[src/rtl/unique_word_indexer_defines.svh]
// Assertion macros for the unique word indexer.
`ifndef UNIQUE_WORD_INDEXER_DEFINES_SVH
`define UNIQUE_WORD_INDEXER_DEFINES_SVH

// Implication checked on every rising edge, off while reset is active.
`define UWI_ASSERT_IMPL(label, clk, rst_n, ante, cons, msg) \
	label: assert property (@(posedge clk) disable iff (!rst_n) (ante) |-> (cons)) \
		else $error(msg);

// Implication with the consequence in the following cycle.
`define UWI_ASSERT_NEXT(label, clk, rst_n, ante, cons, msg) \
	label: assert property (@(posedge clk) disable iff (!rst_n) (ante) |=> (cons)) \
		else $error(msg);

`endif

[src/rtl/uwi_ram.sv]
// Generic single-write, single-read RAM with registered read data.
`timescale 1ns / 1ps
module uwi_ram #(
	parameter int WIDTH = 8,
	parameter int DEPTH = 16,
	parameter int AW    = $clog2(DEPTH)
) (
	input  logic             clk,
	input  logic             we,
	input  logic [AW-1:0]    waddr,
	input  logic [WIDTH-1:0] wdata,
	input  logic             re,
	input  logic [AW-1:0]    raddr,
	output logic [WIDTH-1:0] rdata
);
	logic [WIDTH-1:0] mem_q [DEPTH];

	always_ff @(posedge clk) begin
		if (we) begin
			mem_q[waddr] <= wdata;
		end
		if (re) begin
			rdata <= mem_q[raddr];
		end
	end
endmodule

[config.mk]
export PLATFORM = sky130hd
export DESIGN_NAME = uwi_ram
export DESIGN_NICKNAME = d
export VERILOG_FILES = /design/src/rtl/unique_word_indexer_defines.svh /design/src/rtl/uwi_ram.sv
export SDC_FILE = /design/constraint.sdc
export NUM_CORES = 1
export LEC_CHECK = 0
export BUFFER_PORTS_ARGS = -buffer_cell sky130_fd_sc_hd__buf_2
export CAP_MARGIN = 20
export CORE_ASPECT_RATIO = 1.4
export CORE_MARGIN = 2
export CORE_UTILIZATION = 40
export DETAILED_ROUTE_END_ITERATION = 7
export PLACE_DENSITY = 0.67
export SETUP_SLACK_MARGIN = 0.15
export SYNTH_ARGS = -nofsm -noshare
export SYNTH_HDL_FRONTEND = slang
export SYNTH_SLANG_ARGS = --single-unit
[constraint.sdc]
create_clock -name clk -period 3.7 [get_ports clk]
set_input_delay 0.37 -clock clk [delete_from_list [all_inputs] [get_ports clk]]
set_output_delay 0.37 -clock clk [all_outputs]
set_load 0.01 [all_outputs]
# Word-level counts from Yosys, hierarchy flattened
# Memory sizes are Yosys's and may differ from the RTL's. A register that Yosys moved wholly into a read port is not among the register bits.
# Index checks and enable logic that the tools add are counted.
# totals
memories	1
ff_bits	0
wordCells	3
mem_bits_ro	0
mem_bits_rw	128
latchBits	0
in_bits	19
# memory_table
memory	depth	word_bits	rd	rd_ports_with_merged_regs	write_ports	line_no	source
mem_q	16	8	1	1	1	uwi_ram.sv:16	logic [WIDTH-1:0] mem_q [DEPTH];
# classes
n_mux	2
n_eq_ne	0
n_mul	0
n_reduce_logical	0
add_sub_neg	0
shift	0
div	0
bitwise	0
n_lt_le_gt_ge	0
# op_table
cell	n
two-way mux 1 bit	2

# Longest topological paths before layout
# Gate-level depths: netlist of run 1.
# logic_depth
word_depth	2
ltp_mapped	5
ltp_nobuf	3

# Least setup slack after synthesis of run 1
# Ideal clock, no wire load.
# synth_path
path_type	in2reg
start	input port waddr[2]
end	memory mem_q[0][0] (enable)
setup_slack_ns	1.837
arrival_time_ns	1.480
path_stages	2
setup_time_ns	0.383
cell_sequence	or3b_2 > nor3_1
# synth_rtl
element	line_no	source
start, declared	uwi_ram.sv:10	input logic [AW-1:0] waddr,
end, declared	uwi_ram.sv:16	
# No word-level cell before the write port.

==> metrics.cfg, run 1 <==
[yosys]
yosysWarnings = 0
synthCells = 229
ys_ff_latch = 136
ys_types = 18
syn_nets = 248
synth.avg_cell_area_um2 = 22.8
netlist_area_um2 = 5230
synth_seq_area_share_pct = 78.1

[grt]
grt_pass1_vias = 2534
antenna_found_initial = 0
grt_max_degree = 33
grt_usage_pct = 15.6
grt_overflow = 0
grt_pass1_wl_um = 15300

[layout]
drive_gt1_share_pct = 28.2
nFillCells = 1032
regArea_um2 = 4080
syn2layout_area_growth_pct = 16.3
multi_input_area_um2 = 1070
mostFrequentLayoutCells = 136 x edfxtp_1, 26 x buf_2, 18 x mux4_2, 17 x clkbuf_16, 16 x a22oi_1
layout_commonest_cell = edfxtp_1
nNetsFinal = 286
n_antenna_cell = 0

[worst_setup_path]
r2r_setup_slack_ps = 2210
path_buf_inv = 2
arrival_ps = 2130
cp-end-kind = flip-flop
crit_path_cell_trace = buf_2, buf_4, mux4_1, a22oi_1, nand2_1
cp_max_fo = 17
crit_family = buffers and inverters
rr_worst_depth = 3
cp.required_ps = 3850
reg2reg_from = mem_q[3][1]$_DFFE_PP_
r2r-end = rdata[1]$_DFFE_PP_
crit_path_top_delay_cell = mux4_1
critPathKind = primary input to flip-flop
crit_path_start_kind = primary input
worst_path_largest_cell_delay_ps = 610

[clock_tree]
root_buffer = clkbuf_16
hold_buffers = 0
htree_levels = 4
cts_resized = 0
clockBufferDepth = 2
post_cts_buffers = 0
clkSlewWorstSetupHoldPaths_ps = 60
cts_tree = yes
clkLatencyLatePin_ps = 410
clkSinkCount = 136
cts_buffers = 17

[worst_hold_path]
hold_depth = 1
hold-path-endpoint = rdata[1]$_DFFE_PP_
hp-start = re
min_path_type = primary input to flip-flop

[timing]
worst_pin_slew_ps = 1070
fin_setup_tns_ps = 0
whs_ps = 337
skew_ps = 5.04
setup_violations = 0
slew_headroom_pct = 28.2
fmax_ghz = 0.504
period_needed_ps = 1980
final_hold_viol_count = 0
slew_viol_final = 0
grt_setup_unrepaired = no
period_share_pct = 53.6

[floorplanning]
chipHeight_um = 139
ios = 27
core_um2 = 12800
start_util_pct = 40.8
die-area_um2 = 14000
rows = 49
dieWidth_um = 101

[detailed_routing]
vias_per_cell = 5.58
wl_per_cell_um = 23.3
met1_length_um = 4160
topRoutingLayerUsed = met4
wl_met2_um = 5190
drt-pass1-iter-count = 4
wl_met3_um = 623
drc_errors = 0
via_count = 2418
finalWirelength_um = 10100
detail-route-antenna-nets = 0
initialDrtViolationCount = 207

[pwr]
p_per_area_nw_per_um2 = 582
leakage_uw = 0.00200
vdd_drop_max_uv = 358
total_power_uw = 3540

[placement]
dp_hpwl_um = 6510
gp_congestion = 0.717
numPortBuffers = 26

[outcome]
status = completed

[flow_run]
cap_violations = 0

[Yosys cell counts (all sizes together)]
library cell / number / share of area, %
nand2b: 2 / 0.24
nand3: 1 / 0.096
a22oi: 16 / 2.3
edfxtp: 136 / 78
clkdlybuf4s25: 3 / 0.57
and2: 1 / 0.12
mux4: 32 / 15
or3b: 1 / 0.17
nor2: 13 / 0.93
buf: 7 / 1.1
nor3: 4 / 0.38
nor2b: 1 / 0.12
nand2: 9 / 0.65
and2b: 1 / 0.14
nand3b: 2 / 0.29
[layer usage]
metal / up-vias / GRT usage (%)
li1: 1055 / -
met1: 1253 / 19.9
met2: 99 / 24.4
met3: 11 / 5.47
met4: 0 / 6.13
met5: - / 0
[through the flow]
stage          instance area (um2)  cells  utilization (%)  setup slack, ps
6_report                      6080    433             47.5             1720
5_1_grt                       6080    433             47.5             1580
4_1_cts                       6080    433             47.5             1690
3_5_place_dp                  5500    401             42.9             1260
3_3_place_gp                  5500    401             42.9             1280
2_1_floorplan                 5230    229                -             1840
[kinds of logic after synthesis]
family | share of synthesized area [%]
compound gates | 2.30
flops | 78.1
buf+inv | 1.65
simple gates | 3.14
mux | 14.8
[worst max-delay path by stage]
stage	from	end	slack, ps	cells past startpoint
finish	raddr[0]	rdata[0]$_DFFE_PP_	1720	5
global route	raddr[0]	rdata[0]$_DFFE_PP_	1580	5
CTS	raddr[0]	rdata[0]$_DFFE_PP_	1690	5
detailed placement	raddr[0]	rdata[0]$_DFFE_PP_	1260	5
global placement	raddr[0]	rdata[2]$_DFFE_PP_	1280	5
floorplan	waddr[2]	mem_q[0][0]$_DFFE_PP_	1840	2
[sequential cells by signal, summed over array words and instances (netlist names)]
register and count:
mem_q 128, rdata 8
[report_power, final]
group	internal [uW]	switching, uW
sequential	1740	8.99
clock	1050	597
combinational	60.8	90.0
total	2850	696
[layout make-up]
type	instances	share of cell area, %
Sequential cell	136	67.1
Tap cell	153	3.15
Multi-Input combinational cell	83	17.5
Clock inverter	14	2.59
Timing Repair Buffer	29	2.51
Clock buffer	18	7.06
Note: power is estimated with default switching activity, not from simulation.
==> run 2, diff against run 1 <==
Clock period 3.7 ns to 2.05 ns, I/O delays scaled along.
==> metrics.cfg, run 2 (same netlist as run 1, synthesis figures left out) <==
[placement]
gp_congestion = 0.735
dp_hpwl_um = 6450
numPortBuffers = 26

[pwr]
leakage_uw = 0.00211
power.switching_uw = 1270
power_frac_seq_pct = 50.0
power_frac_comb_pct = 4.7
p_clk_share_pct = 45.3
swShare_pct = 20.1
p_per_area_nw_per_um2 = 1010
p_int_uw = 5030
vdd_drop_max_uv = 624

[worst_hold_path]
min_path_type = primary input to flip-flop
hold-path-endpoint = rdata[4]$_DFFE_PP_
hp-start = re
hold_depth = 1

[timing]
grt_setup_unrepaired = no
slew_headroom_pct = 64.5
skew_ps = 4.79
worst_pin_slew_ps = 531
period_share_pct = 71.9
slew_viol_final = 0
period_needed_ps = 1470
fin_setup_tns_ps = 0
final_hold_viol_count = 0
fmax_ghz = 0.678
setup_violations = 0

[clock_tree]
cts_tree = yes
root_buffer = clkbuf_16
htree_levels = 4
clkSlewWorstSetupHoldPaths_ps = 60
cts_resized = 0
clockBufferDepth = 2
clkLatencyLatePin_ps = 410
cts_buffers = 17
clkSinkCount = 136
hold_buffers = 0
post_cts_buffers = 0

[worst_setup_path]
reg2reg_from = mem_q[0][0]$_DFFE_PP_
cp_max_fo = 1
r2r-end = rdata[0]$_DFFE_PP_
rr_worst_depth = 3
arrival_ps = 1630
crit_path_start_kind = flip-flop
cp.required_ps = 2200
critPathKind = flip-flop to flip-flop
r2r_setup_slack_ps = 580
cp-end-kind = flip-flop

[floorplanning]
rows = 49
core_um2 = 12800
start_util_pct = 40.8
ios = 27
chipHeight_um = 139
dieWidth_um = 101
die-area_um2 = 14000

[grt]
grt_pass1_wl_um = 15700
grt_usage_pct = 16.0
grt_max_degree = 33
antenna_found_initial = 0
grt_pass1_vias = 2651
grt_overflow = 0

[layout]
mostFrequentLayoutCells = 136 x edfxtp_1, 26 x buf_2, 20 x buf_4, 18 x mux4_2, 17 x clkbuf_16
final_core_util_pct = 48.6
nNetsFinal = 306
largest_reg_flops = 128
largest-register = mem_q
layout_commonest_cell = edfxtp_1
n_antenna_cell = 0
regArea_um2 = 4080
multi_input_area_um2 = 1060
syn2layout_area_growth_pct = 19.2
reg_top3 = mem_q (128), rdata (8)
drive_gt1_share_pct = 32.4
nFillCells = 1007

[detailed_routing]
topRoutingLayerUsed = met4
drc_errors = 0
initialDrtViolationCount = 179
met1_length_um = 4200
vias_per_cell = 5.44
wl_met3_um = 587
wl_per_cell_um = 22.6
drt-pass1-iter-count = 5
wl_met2_um = 5300
detail-route-antenna-nets = 0
via_count = 2461
finalWirelength_um = 10200

[flow_run]
cap_violations = 0

[outcome]
status = completed

run 2: power by group through the flow:
| stage | Sequential, uW | Clock [uW] | Combinational (uW) |
|---|---|---|---|
| floorplan | 3210 | 0 | 158 |
| global placement | 3200 | 0 | 293 |
| detailed placement | 3210 | 0 | 300 |
| CTS | 3150 | 2890 | 300 |
| global route | 3150 | 3020 | 321 |
| finish | 3150 | 2860 | 295 |
run 2: layer usage:
metal | vias to the layer above | track usage (%)
met1 | 1274 | 20.8
met5 | - | 0
li1 | 1095 | -
met2 | 79 | 25.1
met3 | 13 | 4.52
met4 | 0 | 6.85
run 2: critical path: stages, from the launching register on:
cell and delay (ps):
edfxtp_1 370, mux4_1 500, a22oi_1 220, nand2_1 120
run 2: through the flow:
| stage | cell area (um2) | instances | power [uW] | worst slack (ps) | hold WS [ps] |
|---|---|---|---|---|---|
| 2_1_floorplan | 5230 | 229 | 3370 | 352 | 304 |
| 3_3_place_gp | 5670 | 421 | 3500 | 312 | 586 |
| 3_5_place_dp | 5670 | 421 | 3510 | 293 | 583 |
| 4_1_cts | 6230 | 452 | 6340 | 554 | 146 |
| 5_1_grt | 6230 | 452 | 6490 | 517 | 155 |
| 6_report | 6230 | 452 | 6300 | 575 | 155 |
run 2: worst max path at each step:
| stage | from | to | slack, ps | cells after the start |
|---|---|---|---|---|
| after floorplan | waddr[2] | mem_q[0][0]$_DFFE_PP_ | 350 | 2 |
| after global placement | raddr[0] | rdata[0]$_DFFE_PP_ | 310 | 5 |
| after detailed placement | raddr[0] | rdata[0]$_DFFE_PP_ | 290 | 5 |
| after CTS | mem_q[0][0]$_DFFE_PP_ | rdata[0]$_DFFE_PP_ | 550 | 3 |
| after global routing | mem_q[11][2]$_DFFE_PP_ | rdata[2]$_DFFE_PP_ | 520 | 3 |
| final | mem_q[0][0]$_DFFE_PP_ | rdata[0]$_DFFE_PP_ | 580 | 3 |
run 2: area by class of cell:
class	count	share of cell area [%]
clock inverters	13	2.11
flip-flops and latches	136	65.5
well taps	153	3.07
clock buffers	18	6.88
repair buffers	49	5.46
multi-input cells	83	17.0
==> run 3, diff against run 2 <==
Settings changed: ABC_AREA from default to 1, PLACE_DENSITY 0.67 to 0.69.
Clock period 2.05 ns to 1.25 ns, I/O delays scaled along.
==> metrics.cfg, run 3 <==
[detailed_routing]
drc_errors = 0
drt-pass1-iter-count = 4
finalWirelength_um = 13200
wl_per_cell_um = 16.4
via_count = 3950
vias_per_cell = 4.91
detail-route-antenna-nets = 0
initialDrtViolationCount = 383

[worst_setup_path]
critPathKind = flip-flop to flip-flop
worst_path_largest_cell_delay_ps = 350
cp-end-kind = flip-flop
rr_worst_depth = 6
crit_path_top_delay_cell = edfxtp_1
cp.depth = 6
arrival_ps = 1270
cp_max_fo = 1
crit_path_start_kind = flip-flop
crit_path_cell_trace = inv_1, nand2_1, nand3_1, nand3_2, nand3_2, nand2_1
path_buf_inv = 1
crit_family = simple AND/OR/NAND/NOR gates
cp.required_ps = 1420

[timing]
worst_pin_slew_ps = 682
fmax_ghz = 0.913
final_hold_viol_count = 0
period_share_pct = 87.7
layout_setup_ws_ps = 154
period_needed_ps = 1100
grt_setup_unrepaired = yes
slew_headroom_pct = 54.5
setup_violations = 0
fin_setup_tns_ps = 0
slew_viol_final = 0
skew_ps = 5.73

[floorplanning]
rows = 52
dieWidth_um = 106
core_um2 = 14400
ios = 27
die-area_um2 = 15600
start_util_pct = 40.7
chipHeight_um = 147

[yosys]
async_flop_share_pct = 0
yosysMostFrequentCell = nand2_1
ys_top_cells_by_area = edfxtp_1 70%, nand2_1 11%, nand3_1 8.3%, inv_1 6.4%, buf_6 1.2%
synth.avg_cell_area_um2 = 10.6
yosys.area.top_type_share_pct = 69.8
ys_types = 11
syn_nets = 570
netlist_area_um2 = 5850
synth_top_area_cell = edfxtp_1
yosysWarnings = 0
ys_ff_latch = 136
synth_seq_area_share_pct = 69.8
synth_top_cells_by_count = 173 x nand2_1, 136 x edfxtp_1, 100 x inv_1
synthFlopType = edfxtp_1
synthCells = 551
synth_edf_count = 136

[layout]
layout_commonest_cell = nand2_1
n_antenna_cell = 0
layout.cells.non_filler = 805
largest-register = mem_q
finalInstanceArea_um2 = 7130
nNetsFinal = 622
reg_top3 = mem_q (128), rdata (8)
syn2layout_area_growth_pct = 22.0
drive_gt1_share_pct = 21.6
nFillCells = 1208
mostFrequentLayoutCells = 167 x nand2_1, 136 x edfxtp_1, 97 x inv_1, 61 x nand3_1, 36 x nand3_2
largest_reg_flops = 128

[grt]
grt_overflow = 0
grt_pass1_wl_um = 20700
grt_usage_pct = 17.9
grt_max_degree = 51
grt_pass1_vias = 3925
antenna_found_initial = 0

[worst_hold_path]
min_path_type = primary input to flip-flop
hold_depth = 1

[clock_tree]
root_buffer = clkbuf_16
clkLatencyLatePin_ps = 420
cts_tree = yes
cts_buffers = 17
htree_levels = 4
clkSinkCount = 136
clockBufferDepth = 2
clkSlewWorstSetupHoldPaths_ps = 60

[pwr]
vdd_drop_max_uv = 659
p_per_area_nw_per_um2 = 1570
power_frac_seq_pct = 46.2
power_frac_comb_pct = 6.2
leakage_uw = 0.00307
p_int_uw = 8860
p_clk_share_pct = 47.6
swShare_pct = 20.8
power.switching_uw = 2320
total_power_uw = 11200

[placement]
numPortBuffers = 26
gp_congestion = 0.879
dpl_cell_area_um2 = 6300
dp_cells = 773
dp_hpwl_um = 8680
dp_slack_ps = -75.0

[outcome]
status = completed

[flow_run]
cap_violations = 0

run 3: changes by cell type after synthesis, moves of 4 or more:
cell	change
nand3_1	+96
mux4_1	-14
nand2_1	+164
inv_1	+100
mux4_2	-18
nor3_1	-4
buf_2	+10
a22oi_1	-16
nor2_1	+4
run 3: layout make-up:
class                   count  area, um2  area share (%)
clock buffers              17        425            5.96
inverters                 102        383            5.37
flip-flops and latches    136       4080            57.3
clock inverters            15        208            2.91
repair buffers             57        388            5.44
well taps                 189        236            3.32
multi-input cells         289       1410            19.8
run 3: power by group through the flow:
stage | Combinational [uW] | Clock [uW] | Sequential [uW]
2_1_floorplan | 360 | 0 | 5270
4_1_cts | 655 | 5360 | 5170
6_report | 698 | 5320 | 5160
5_1_grt | 764 | 5540 | 5170
3_3_place_gp | 626 | 0 | 5260
3_5_place_dp | 638 | 0 | 5260
run 3: final timing paths:
check / from / end / slack (ps)
worst min register to register: mem_q[11][5]$_DFFE_PP_ / rdata[5]$_DFFE_PP_ / 760
worst min-delay path: re / rdata[5]$_DFFE_PP_ / 60
worst max register to register: mem_q[5][1]$_DFFE_PP_ / rdata[1]$_DFFE_PP_ / 150
worst max-delay path: mem_q[5][1]$_DFFE_PP_ / rdata[1]$_DFFE_PP_ / 150
run 3: layer usage:
layer | share of wire, % | GRT usage (%)
met4 | 2.3 | 8.03
met1 | 38 | 19.8
met5 | 0 | 0
met2 | 55 | 32.2
met3 | 4.7 | 4.35
run 3: worst register-to-register path: stages (launching register included):
cell and delay, ps:
edfxtp_1 350, inv_1 70, nand2_1 50, nand3_1 100, nand3_2 110, nand3_2 110
nand2_1 60
run 3: cell families after synthesis:
logic type    Yosys count  share of synthesized area [%]
flops                 136                           69.8
buf+inv               126                           9.39
simple gates          289                           20.8
run 3: repair_timing:
| action | 4_1_cts | 5_1_grt |
|---|---|---|
| pin swaps | 1 | 25 |
| setup endpoints to repair | 5 | 9 |
| hold buffers | 0 | 0 |
| cloned | 0 | 0 |
| resized for setup | 9 | 36 |
| setup buffers | 0 | 0 |
run 3: through the flow:
stage	utilization, %	hold slack, ps
after detailed placement	43.8	484
after global placement	43.8	480
final	49.6	65.0
after CTS	48.6	48.8
after floorplan	-	224
after global routing	49.6	55.4
