<file path="src/rtl/unique_word_indexer_defines.svh">
// Assertion macros for the unique word indexer.
`ifndef UNIQUE_WORD_INDEXER_DEFINES_SVH
`define UNIQUE_WORD_INDEXER_DEFINES_SVH

// Implication checked on every rising edge, off while reset is active.
`define UWI_ASSERT_IMPL(label, clk, rst_n, ante, cons, msg) \
	label: assert property (@(posedge clk) disable iff (!rst_n) (ante) |-> (cons)) \
		else $error(msg);

// Implication with the consequence in the following cycle.
`define UWI_ASSERT_NEXT(label, clk, rst_n, ante, cons, msg) \
	label: assert property (@(posedge clk) disable iff (!rst_n) (ante) |=> (cons)) \
		else $error(msg);

`endif

</file>
<file path="src/rtl/uwi_pkg.sv">
// Shared constants and helpers of the unique word indexer.
`timescale 1ns / 1ps
package uwi_pkg;
	localparam int TEXT_DEPTH_DEF  = 2048;
	localparam int TABLE_DEPTH_DEF = 1024;
	localparam int QUEUE_DEPTH     = 4;

	// Fixed result field widths
	localparam int BYTE_W  = 8;
	localparam int ENTRY_W = 10;
	localparam int OFFS_W  = 11;
	localparam int WLEN_W  = 12;
	localparam int CNT_W   = 12;
	localparam int OUTC_W  = 2;
	localparam int RES_W   = ENTRY_W + OFFS_W + WLEN_W + CNT_W + OUTC_W;
	localparam int RES_PAD_W = ((RES_W + 7) / 8) * 8;

	localparam logic [CNT_W-1:0] COUNT_MAX = {CNT_W{1'b1}};
	localparam logic [BYTE_W-1:0] END_BYTE = 8'h00;

	typedef enum logic [OUTC_W-1:0] {
		OUTC_NEW     = 2'd0,
		OUTC_REPEAT  = 2'd1,
		OUTC_DROPPED = 2'd2
	} outcome_t;

	// Space, tab, newline, vertical tab, form feed, carriage return
	function automatic logic is_blank(input logic [BYTE_W-1:0] b);
		return (b == 8'h20) || ((b >= 8'h09) && (b <= 8'h0D));
	endfunction
endpackage

</file>
<file path="src/rtl/uwi_queue.sv">
// Short FIFO of closed-word commands between front and back.
`timescale 1ns / 1ps
module uwi_queue #(
	parameter int WIDTH = 8
) (
	input  logic             clk,
	input  logic             arst_n,
	input  logic             push,
	input  logic [WIDTH-1:0] push_data,
	input  logic             pop,
	output logic [WIDTH-1:0] pop_data,
	output logic             full,
	output logic             not_empty
);
	import uwi_pkg::*;

	localparam int PW = $clog2(QUEUE_DEPTH);

	logic [WIDTH-1:0] slot_q [QUEUE_DEPTH];
	logic [PW-1:0]    wr_ptr_q, rd_ptr_q;
	logic [PW:0]      fill_q;

	assign full      = (fill_q == (PW+1)'(QUEUE_DEPTH));
	assign not_empty = (fill_q != '0);
	assign pop_data  = slot_q[rd_ptr_q];

	// Payload slots
	always_ff @(posedge clk) begin
		if (push) begin
			slot_q[wr_ptr_q] <= push_data;
		end
	end

	// Pointers and fill level
	always_ff @(posedge clk or negedge arst_n) begin
		if (!arst_n) begin
			wr_ptr_q <= '0;
			rd_ptr_q <= '0;
			fill_q   <= '0;
		end else begin
			if (push) wr_ptr_q <= wr_ptr_q + 1'b1;
			if (pop)  rd_ptr_q <= rd_ptr_q + 1'b1;
			case ({push, pop})
				2'b10:   fill_q <= fill_q + 1'b1;
				2'b01:   fill_q <= fill_q - 1'b1;
				default: fill_q <= fill_q;
			endcase
		end
	end
endmodule

</file>
<file path="config.mk">
export PLATFORM = sky130hd
export DESIGN_NAME = uwi_queue
export DESIGN_NICKNAME = d
export VERILOG_FILES = /design/src/rtl/unique_word_indexer_defines.svh /design/src/rtl/uwi_pkg.sv /design/src/rtl/uwi_queue.sv
export SDC_FILE = /design/constraint.sdc
export NUM_CORES = 1
export LEC_CHECK = 0
export BUFFER_PORTS_ARGS = -buffer_cell sky130_fd_sc_hd__buf_4
export CAP_MARGIN = 10
export CORE_MARGIN = 2
export CORE_UTILIZATION = 47
export DETAILED_ROUTE_END_ITERATION = 12
export PLACE_DENSITY = 0.68
export SLEW_MARGIN = 20
export SYNTH_ARGS = -nofsm -noshare
export SYNTH_HDL_FRONTEND = slang
export SYNTH_SLANG_ARGS = --single-unit
</file>
<file path="constraint.sdc">
create_clock -name clk -period 2.4 [get_ports clk]
set_input_delay 0.48 -clock clk [delete_from_list [all_inputs] [get_ports clk]]
set_output_delay 0.48 -clock clk [all_outputs]
set_load 0.01 [all_outputs]
</file>
# After elaboration in Yosys (flattened, before gate mapping)
# Memory sizes are Yosys's and may differ from the RTL's.
# Index checks and enable logic that the tools add are counted.
[word_totals]
ff_bits = 7
ramBits = 32
inputBits = 12
output_inout_bits = 10
word_cells = 16
n_memories = 1
[classes]
addsub = 4
eq_ne = 3
mux = 3
reduce_logical = 2
[mem_list]
columns = ["name", "depth", "word_bits", "read_ports", "rd_ports_with_merged_regs", "write_ports", "line", "rtl"]
rows = [
  ["slot_q", 4, 8, 1, 0, 1, "uwi_queue.sv:19", "logic [WIDTH-1:0] slot_q [QUEUE_DEPTH];"],
]
[op_table]
columns = ["cell", "n"]
rows = [
  ["one-hot mux 3 bit (2 select lines)", 1],
  ["adder 2 x 1 -> 2 bit (second input constant)", 2],
  ["adder 3 x 1 -> 3 bit (second input constant)", 1],
  ["equality test 3 bit (second input constant)", 1],
  ["nonzero test 3 bit", 1],
  ["subtractor 3 x 1 -> 3 bit (second input constant)", 1],
  ["equality test 2 x 1 -> 1 bit (second input constant)", 1],
  ["equality test 2 bit (second input constant)", 1],
  ["2-to-1 mux 1 bit", 2],
  ["nonzero test 2 bit", 1],
]

# Logic depth before layout (Yosys ltp)
# Gate-level depths: netlist of run 1.
[logic_depth]
word_depth = 2
mapped_depth = 6
mapped_depth_nobuf = 6

# Worst setup path after synthesis of run 1
# OpenSTA, ideal clock, no wires.
[synth_timing]
path_type = "input to register"
startpoint = "in push"
endpoint = "reg fill_q[2]"
setup_time_ns = 0.125
t_arrival_ns = 1.429
required_ns = 2.275
setup_slack_ns = 0.846
cell_stages = 6
n_path_buf = 0
path_cell_list = "inv_1 > ha_1 > fa_1 > xnor2_1 > nor2_1 > xor2_1"
[synth_between]
elab_chain_len = 2
elab_cells_between_ends = 4
classes_between = "eq/ne (2); mux (1); reduce/logical (1)"
[synth_lines]
columns = ["item", "line", "rtl"]
rows = [
  ["start, declared", "uwi_queue.sv:8", "input logic push,"],
  ["equality test 2 x 1 -> 1 bit / equality test 2 bit (equally long branches)", "uwi_queue.sv:43", "case ({push, pop})"],
  ["one-hot mux 3 bit (2 select lines) / nonzero test 2 bit (equally long branches)", "n/a", ""],
  ["end signal, assigned", "uwi_queue.sv:44", "2'b10: fill_q <= fill_q + 1'b1;"],
  ["end signal, assigned", "uwi_queue.sv:45", "2'b01: fill_q <= fill_q - 1'b1;"],
  ["end signal, assigned", "uwi_queue.sv:46", "default: fill_q <= fill_q;"],
  ["end, declared", "uwi_queue.sv:21", "logic [PW:0] fill_q;"],
]
# Parallel ways exist; a longest one is shown, timed or not.
# A chain may end at the register's enable or synchronous reset.

# Worst setup path after layout of run 1
[layout_timing]
startpoint = "reg rd_ptr_q[0]"
endpoint = "out pop_data[2]"
[layout_between]
elab_chain_len = 1
[layout_lines]
columns = ["item", "line", "rtl"]
rows = [
  ["start, declared", "uwi_queue.sv:20", "logic [PW-1:0] wr_ptr_q, rd_ptr_q;"],
  ["start signal, assigned", "uwi_queue.sv:42", "if (pop) rd_ptr_q <= rd_ptr_q + 1'b1;"],
  ["memory (4 x 8 bit)", "n/a", ""],
  ["end, declared", "uwi_queue.sv:11", "output logic [WIDTH-1:0] pop_data,"],
]
# No other way between the ends.

==> results of run 1 <==
routing by layer:
metal	part of all wire [%]	vias up
met2	49	17
met1	45	357
met5	0	-
met4	0.67	0
met3	4.9	2
li1	-	341
report_power, final:
part           switching, µW  internal (µW)  total, µW  leakage [µW]
logic                    281            371        652      0.000268
clock network            192            114        306     0.0000293
registers                110            907       1020      0.000376
stage by stage:
stage,cells,power [µW]
after detailed placement,139,1700
final,148,1970
after floorplan,75,1440
after global routing,148,2110
after CTS,148,2000
after global placement,139,1680
Yosys cell counts (all sizes together):
| library cell | n | area, µm² |
|---|---|---|
| edfxtp | 32 | 961 |
| mux4 | 8 | 180 |
| dfrtp | 7 | 175 |
| ha | 5 | 62.6 |
| and2 | 4 | 25.0 |
| inv | 3 | 11.3 |
| xnor2 | 3 | 26.3 |
| xor2 | 3 | 26.3 |
| buf | 2 | 16.3 |
| nand2 | 2 | 7.51 |
| fa | 1 | 20.0 |
| mux2 | 1 | 11.3 |
| nor2 | 1 | 3.75 |
| nor3b | 1 | 7.51 |
| o21ai | 1 | 5.00 |
| or3 | 1 | 6.26 |
flip-flops by register name (all words and copies together) (netlist names):
signal,cells
fill_q,3
wr_ptr_q,2
slot_q,32
rd_ptr_q,2
logic make-up (layout without fill, tap and decap cells):
| logic type | after synthesis | after routing | synth area share, % |
|---|---|---|---|
| mux | 9 | 9 | 12.4 |
| xor+xnor | 6 | 6 | 3.40 |
| compound gates | 1 | 1 | 0.324 |
| flops | 39 | 39 | 73.5 |
| simple gates | 9 | 9 | 3.24 |
| buf+inv | 5 | 34 | 1.78 |
| fa+ha+maj | 6 | 6 | 5.34 |
worst max path at each step:
stage	to	slack, ps	cells past startpoint
after floorplan	fill_q[2]	850	6
after global placement	pop_data[2]	650	3
after detailed placement	pop_data[2]	640	3
after CTS	pop_data[2]	260	3
after global routing	pop_data[3]	180	3
final	pop_data[2]	290	3
worst reg2reg max path, delay by kind of cell (launching register included):
family	cells	cell delay, ps
and+or+nand+nor	1	380
adders and majority gates	1	130
DFF	1	440
buffers and inverters	1	100
final cells by class:
| cell class | count | area [µm²] |
|---|---|---|
| clock buffers | 7 | 45.0 |
| clock inverters | 1 | 5.00 |
| fillers | 268 | 1290 |
| inverters | 3 | 11.3 |
| multi-input cells | 31 | 382 |
| flip-flops and latches | 39 | 1140 |
| well taps | 44 | 55.1 |
| repair buffers | 23 | 175 |
repair_timing:
action                    in CTS  in global routing
hold endpoints to repair       7                  0
hold buffers                   1                  0
buffers inserted               0                  0
==> results.yml, run 1 <==
outcome:
  outcome: "complete, no violations"
clocking:
  clock_path_buffers: 2
  clock-root-buffer: "clkbuf_4"
  clkTransAtPathRegs_ps: 100
  worst_skew_pair.late_latency_ps: 320
  cts_htree_levels: 2
  numCtsBuffers: 5
  cts.sinks: 39
  cts_tree: "built"
  cts_resized: 0
route:
  routed-via-count: 717
  drt_iter0_markers: 11
  via_per_inst: 4.84
  detail-route-antenna-nets: 0
  wl_mm: 2.22
  first_pass_iters: 4
  wl_per_cell_um: 15.0
  drc: 0
sta:
  max_slew_margin_pct: 71.5
  holdWs_ps: 336
  worst_pin_slew_ps: 427
  setup_viol: 0
  timing.fmax_mhz: 474
  worst_slack_ps: 292
  slew_violations: 0
  min_period_over_period_pct: 87.8
  skew_ps: 6.74
  finalSetupTns_ps: 0
  rsz0062_at_grt: "no"
  hold_viol_final: 0
  layout_min_cycle_time_ps: 2110
final_layout:
  final_util_pct: 58.3
  final_nets: 121
  diodes: 0
  design_area_um2: 1810
  final_common_cell: "edfxtp_1"
  final_cell_mix: "edfxtp_1, buf_4, mux4_2"
  syn2layout_area_growth_pct: 17.1
  drive_above_1_share_pct: 35.6
worst_setup_path:
  cp_slowest_cell: "mux4_2"
  r2r_end: "slot_q[0][2]"
  critPathMaxFanout: 8
  cp-start-kind: "flip-flop"
  r2r-start: "wr_ptr_q[0]"
  worstPathRequired_ps: 1920
  r2r_slack_ps: 1000
  rr_worst_depth: 3
  cp_slowest_stage_delay_ps: 520
  crit_top_cell: "buf_4"
  setup.worst_path.end_class: "primary output"
  cp_top_family: "multiplexers"
  crit_arrival_ps: 1630
  crit_type: "reg2out"
  crit_buf_inv: 2
  critPathLaunch: "rd_ptr_q[0]"
  cp_cell_sequence: "buf_4 -> mux4_2 -> buf_4"
hold_path:
  whs_endpoint: "rd_ptr_q[0]"
  hold_start: "pop"
  hold_path_class: "in2reg"
  holdPathStages: 2
job:
  maxCapViolations: 0
place:
  dp_worst_setup_slack_ps: 639
  place_area_um2: 1750
  placement.io_buffers: 21
  hpwl_mm: 1.56
  routabilityCongestion: 0.634
floorplanning:
  dieArea_um2: 3760
  core_um2: 3100
  die_h_um: 61.3
  die_width_um: 61.3
  ios: 22
  rows: 20
  start_util_pct: 49.8
synthesis:
  yosysWarnings: 0
  syn_nets: 93
  yosysUniqueCellTypes: 17
  synthCells: 75
  syn_area_um2: 1550
  seq_area_frac_synth_pct: 73.5
  synth_seq_cells: 39
  avgSynthCellArea_um2: 20.6
global_route:
  track_usage_pct: 13.9
  antenna_found_initial: 0
  grt_pass1_vias: 705
  grt_max_degree: 12
  grt_use_met1_pct: 18.7
  grt_busiest_layer: "met2"
  grtUsageMet2_pct: 21.0
  globalRouteMet3Util_pct: 5.25
  overflow: 0
  grt_pass1_wl_mm: 3.45
power:
  p_leak_uw: 0.000673
  peakVddDrop_v: 0.000585
  p_per_area_nw_per_um2: 1090
Power figures use the tool's default switching activity.
==> run 2: changes to the inputs <==
Settings changed: ABC_AREA set to 1, CORE_UTILIZATION 47 to 35, PLACE_DENSITY 0.68 to unset.
==> results.yml, run 2 <==
outcome:
  outcome: "complete, no violations"
sta:
  worst_pin_slew_ps: 391
  rsz0062_at_grt: "no"
  hold_viol_final: 0
  finalSetupTns_ps: 0
  slew_violations: 0
  setup_viol: 0
  timing.fmax_mhz: 511
  min_period_over_period_pct: 81.6
  layout_min_cycle_time_ps: 1960
  skew_ps: 7.21
  max_slew_margin_pct: 73.9
synthesis:
  synth_seq_cells: 39
  ys.flop_type: "edfxtp_1"
  yosysWarnings: 0
  syn_area_um2: 1740
  seq_area_frac_synth_pct: 65.1
  yosysMostFrequentCell: "nand2_1"
  synth_enable_flop_cells: 32
  yosysUniqueCellTypes: 20
  post-synth-top-area-fraction_pct: 55.1
  synthArstFlopShare_pct: 17.9
  syn_nets: 175
  yosys.area.top_type: "edfxtp_1"
  synthCells: 157
  avgSynthCellArea_um2: 11.1
  synthTopCellsByCount: "nand2_1, edfxtp_1, inv_1"
  synth_area_leaders: "edfxtp_1, dfrtp_1, nand2_1"
global_route:
  grt_max_degree: 29
  track_usage_pct: 10.8
  overflow: 0
  grt_pass1_wl_mm: 4.26
  antenna_found_initial: 0
  grt_pass1_vias: 930
worst_setup_path:
  cp_top_family: "flip-flops"
  crit_arrival_ps: 1480
  cp_cell_sequence: "buf_4 -> nor2_1 -> nor2_1 -> nand2_1 -> nand2_1 -> buf_4"
  cp_slowest_cell: "dfrtp_1"
  critPathMaxFanout: 28
  worstPathRequired_ps: 1920
  cp_slowest_stage_delay_ps: 450
  crit_buf_inv: 2
  setup.worst_path.end_class: "primary output"
  cp-start-kind: "flip-flop"
  crit_type: "reg2out"
final_layout:
  top_register: "slot_q"
  design_area_um2: 2020
  diodes: 0
  largest_register_ffs: 32
  final_common_cell: "nand2_1"
  reg_top3: "slot_q x32, fill_q x3"
  final_cell_mix: "nand2_1, edfxtp_1, inv_1"
  drive_above_1_share_pct: 16.5
  final_cell_count_no_fill: 249
  syn2layout_area_growth_pct: 15.9
  final_nets: 199
floorplanning:
  dieArea_um2: 5560
  ios: 22
  rows: 25
  start_util_pct: 36.7
  core_um2: 4750
  die_width_um: 74.6
  die_h_um: 74.6
route:
  detail-route-antenna-nets: 0
  via_per_inst: 4.10
  drt_iter0_markers: 76
  wl_mm: 2.67
  routed-via-count: 1022
  drc: 0
  first_pass_iters: 4
  wl_per_cell_um: 10.7
job:
  maxCapViolations: 0
clocking:
  cts_htree_levels: 2
  cts_tree: "built"
  cts_resized: 0
  numCtsBuffers: 5
  clock-root-buffer: "clkbuf_8"
  worst_skew_pair.late_latency_ps: 290
  clkTransAtPathRegs_ps: 80
  clock_path_buffers: 2
  cts.sinks: 39
power:
  totalPowerFinal_uw: 2250
  peakVddDrop_v: 0.000443
  p_leak_uw: 0.000907
  p_per_area_nw_per_um2: 1110
place:
  placedCellCount: 240
  place_area_um2: 1930
  hpwl_mm: 1.80
  routabilityCongestion: 0.689
  placement.io_buffers: 21
hold_path:
  hold_path_class: "in2reg"
## run 2: per-layer routing
metal | track usage (%) | vias up | share of wire [%]
met3 | 4.74 | 5 | 6.7
met2 | 16.9 | 21 | 45
met5 | 0 | - | 0
met4 | 4.76 | 0 | 2.0
li1 | - | 540 | -
met1 | 12.8 | 456 | 46
## run 2: logic make-up after synthesis
kind of cell	after synthesis	synth area share (%)
AND/OR/NAND/NOR	64	14.1
adder cells (fa/ha/maj)	6	4.73
AO/OA/AOI/OAI	10	4.23
buffers and inverters	34	9.83
XOR/XNOR	4	2.01
flip-flops	39	65.1
## run 2: path summary, 6_finish.rpt
| kind | startpoint | endpoint | slack [ps] | cells past startpoint |
|---|---|---|---|---|
| worst max-delay path | rd_ptr_q[0] | pop_data[7] | 440 | 6 |
| worst min-delay path | push_data[6] | slot_q[0][6] | 390 | 1 |
| worst max register to register | wr_ptr_q[0] | slot_q[0][4] | 1070 | 4 |
| worst min register to register | fill_q[2] | fill_q[2] | 480 | 2 |
| max in group asynchronous | arst_n | wr_ptr_q[1] | 1740 | 2 |
| min in group asynchronous | arst_n | fill_q[0] | 540 | 2 |
## run 2: timing repair
item	CTS	global route
hold buffers	1	0
hold endpoints to repair	7	0
buffers inserted	0	0
## run 2: layout make-up
| cell class | instances | area, µm² |
|---|---|---|
| fillers | 466 | 2730 |
| flip-flops and latches | 39 | 1140 |
| multi-input cells | 84 | 437 |
| repair buffers | 23 | 175 |
| inverters | 28 | 105 |
| well taps | 67 | 83.8 |
| clock buffers | 5 | 68.8 |
| clock inverters | 3 | 15.0 |
## run 2: report_power, final
part           switching, µW  internal, µW  total, µW  leakage (µW)
registers               85.4           906        992      0.000377
logic                    485           353        838      0.000491
clock network            223           197        420     0.0000392
## run 2: stage by stage
| stage | utilization, % | setup WS (ps) | hold slack [ps] |
|---|---|---|---|
| after floorplan | - | 776 | 184 |
| after global placement | 40.5 | 751 | 299 |
| after detailed placement | 40.5 | 711 | 298 |
| after CTS | 42.5 | 419 | 379 |
| after global routing | 42.5 | 262 | 375 |
| final | 42.5 | 443 | 387 |
==> run 3: changes to the inputs <==
Clock period 2.4 ns to 1.6 ns, I/O delays scaled along.
==> results.yml, run 3 (synthesized netlist as in run 2, its figures left out) <==
sta:
  finalSetupTns_ps: 0
  holdWs_ps: 227
  max_slew_margin_pct: 73.3
  min_period_over_period_pct: 99.4
  setup_viol: 0
  layout_min_cycle_time_ps: 1590
  timing.fmax_mhz: 629
  rsz0062_at_grt: "yes"
  slew_violations: 0
  skew_ps: 7.01
  hold_viol_final: 0
  worst_pin_slew_ps: 400
floorplanning:
  die_width_um: 74.6
  core_um2: 4750
  dieArea_um2: 5560
  start_util_pct: 36.7
  ios: 22
  die_h_um: 74.6
  rows: 25
place:
  routabilityCongestion: 0.677
  place_area_um2: 1950
  hpwl_mm: 1.83
  placement.io_buffers: 21
route:
  wl_per_cell_um: 10.8
  via_per_inst: 4.11
  first_pass_iters: 4
  detail-route-antenna-nets: 0
  routed-via-count: 1031
  wl_mm: 2.71
  drt_iter0_markers: 28
  drc: 0
global_route:
  grt_pass1_vias: 1013
  overflow: 0
  antenna_found_initial: 0
  grt_pass1_wl_mm: 4.48
  track_usage_pct: 11.1
  grt_max_degree: 29
final_layout:
  seq_area_um2: 1140
  multi_input_area_um2: 447
  drive_above_1_share_pct: 20.1
  largest_register_ffs: 32
  final_common_cell: "nand2_1"
  reg_top3: "slot_q x32, fill_q x3"
  syn2layout_area_growth_pct: 21.2
  diodes: 0
  design_area_um2: 2110
  final_nets: 201
  final_util_pct: 44.4
  fill_cells: 470
  top_register: "slot_q"
  final_cell_mix: "nand2_1, edfxtp_1, inv_1"
clocking:
  postCtsSetupRepairBufs: 0
  cts_htree_levels: 2
  clock_path_buffers: 2
  clock-root-buffer: "clkbuf_8"
  cts.sinks: 39
  numCtsBuffers: 5
  worst_skew_pair.late_latency_ps: 280
  clkTransAtPathRegs_ps: 70
  cts_tree: "built"
hold_path:
  holdPathStages: 2
  hold_path_class: "in2reg"
  whs_endpoint: "rd_ptr_q[0]"
  hold_start: "pop"
power:
  netSwitchingPower_uw: 1220
  combPwrFrac_pct: 36.3
  swShare_pct: 32.0
  clkPwrFrac_pct: 24.7
  peakVddDrop_v: 0.000733
  p_leak_uw: 0.000949
  totalPowerFinal_uw: 3810
  p_per_area_nw_per_um2: 1800
  internal_power_uw: 2590
  seq_power_share_pct: 38.9
worst_setup_path:
  r2r-start: "wr_ptr_q[0]"
  crit_arrival_ps: 1270
  crit_type: "reg2out"
  setup.worst_path.end_class: "primary output"
  cp-start-kind: "flip-flop"
  r2r_slack_ps: 260
  r2r_end: "slot_q[2][5]"
  critPathMaxFanout: 28
  worstPathRequired_ps: 1280
  rr_worst_depth: 4
outcome:
  outcome: "complete, no violations"
job:
  maxCapViolations: 0
==> run 3: worst max-delay path: stages (launching register included) <==
cell	delay, ps
dfrtp_1	400
buf_12	170
nor2_2	100
nor2_1	40
nand2_1	50
nand2_1	60
buf_4	150
==> run 3: metrics by stage <==
stage / std cells / setup slack [ps]
after floorplan: 157 / 136
after global placement: 242 / 127
after detailed placement: 242 / 93.8
after CTS: 251 / -5.54
after global routing: 251 / -69.5
final: 251 / 10.3
==> run 3: power groups by stage <==
| stage | clock, µW | sequential [µW] | combinational (µW) |
|---|---|---|---|
| 5_1_grt | 997 | 1510 | 1580 |
| 4_1_cts | 963 | 1490 | 1410 |
| 6_report | 942 | 1490 | 1390 |
| 3_3_place_gp | 0 | 1500 | 1350 |
| 3_5_place_dp | 0 | 1500 | 1380 |
| 2_1_floorplan | 0 | 1470 | 976 |
==> run 3: area by class of cell <==
type,count,share of cell area [%]
repair buffers,25,9.77
multi-input cells,84,21.1
clock buffers,6,3.43
inverters,28,5.09
clock inverters,2,2.84
well taps,67,3.97
flip-flops and latches,39,53.8
==> run 3: timing repair <==
action | 4_1_cts | 5_1_grt
setup endpoints to repair | 8 | 8
pin swaps | 1 | 0
endpoints found under the hold margin | 7 | 0
hold buffers | 1 | 0
gates resized for setup | 3 | 3
gates cloned | 0 | 0
==> run 3: worst max-delay path by stage <==
stage / from / to / slack (ps)
2_1_floorplan: push / fill_q[2] / 140
3_3_place_gp: push / fill_q[2] / 130
3_5_place_dp: push / fill_q[2] / 90
4_1_cts: rd_ptr_q[0] / pop_data[0] / -6
5_1_grt: rd_ptr_q[0] / pop_data[4] / -70
6_report: rd_ptr_q[0] / pop_data[3] / 10
==> run 3: layer usage <==
metal | part of all wire [%] | global-route usage, %
met2 | 48 | 19.9
met1 | 45 | 11.7
met3 | 5.1 | 3.93
met5 | 0 | 0
met4 | 1.2 | 4.76
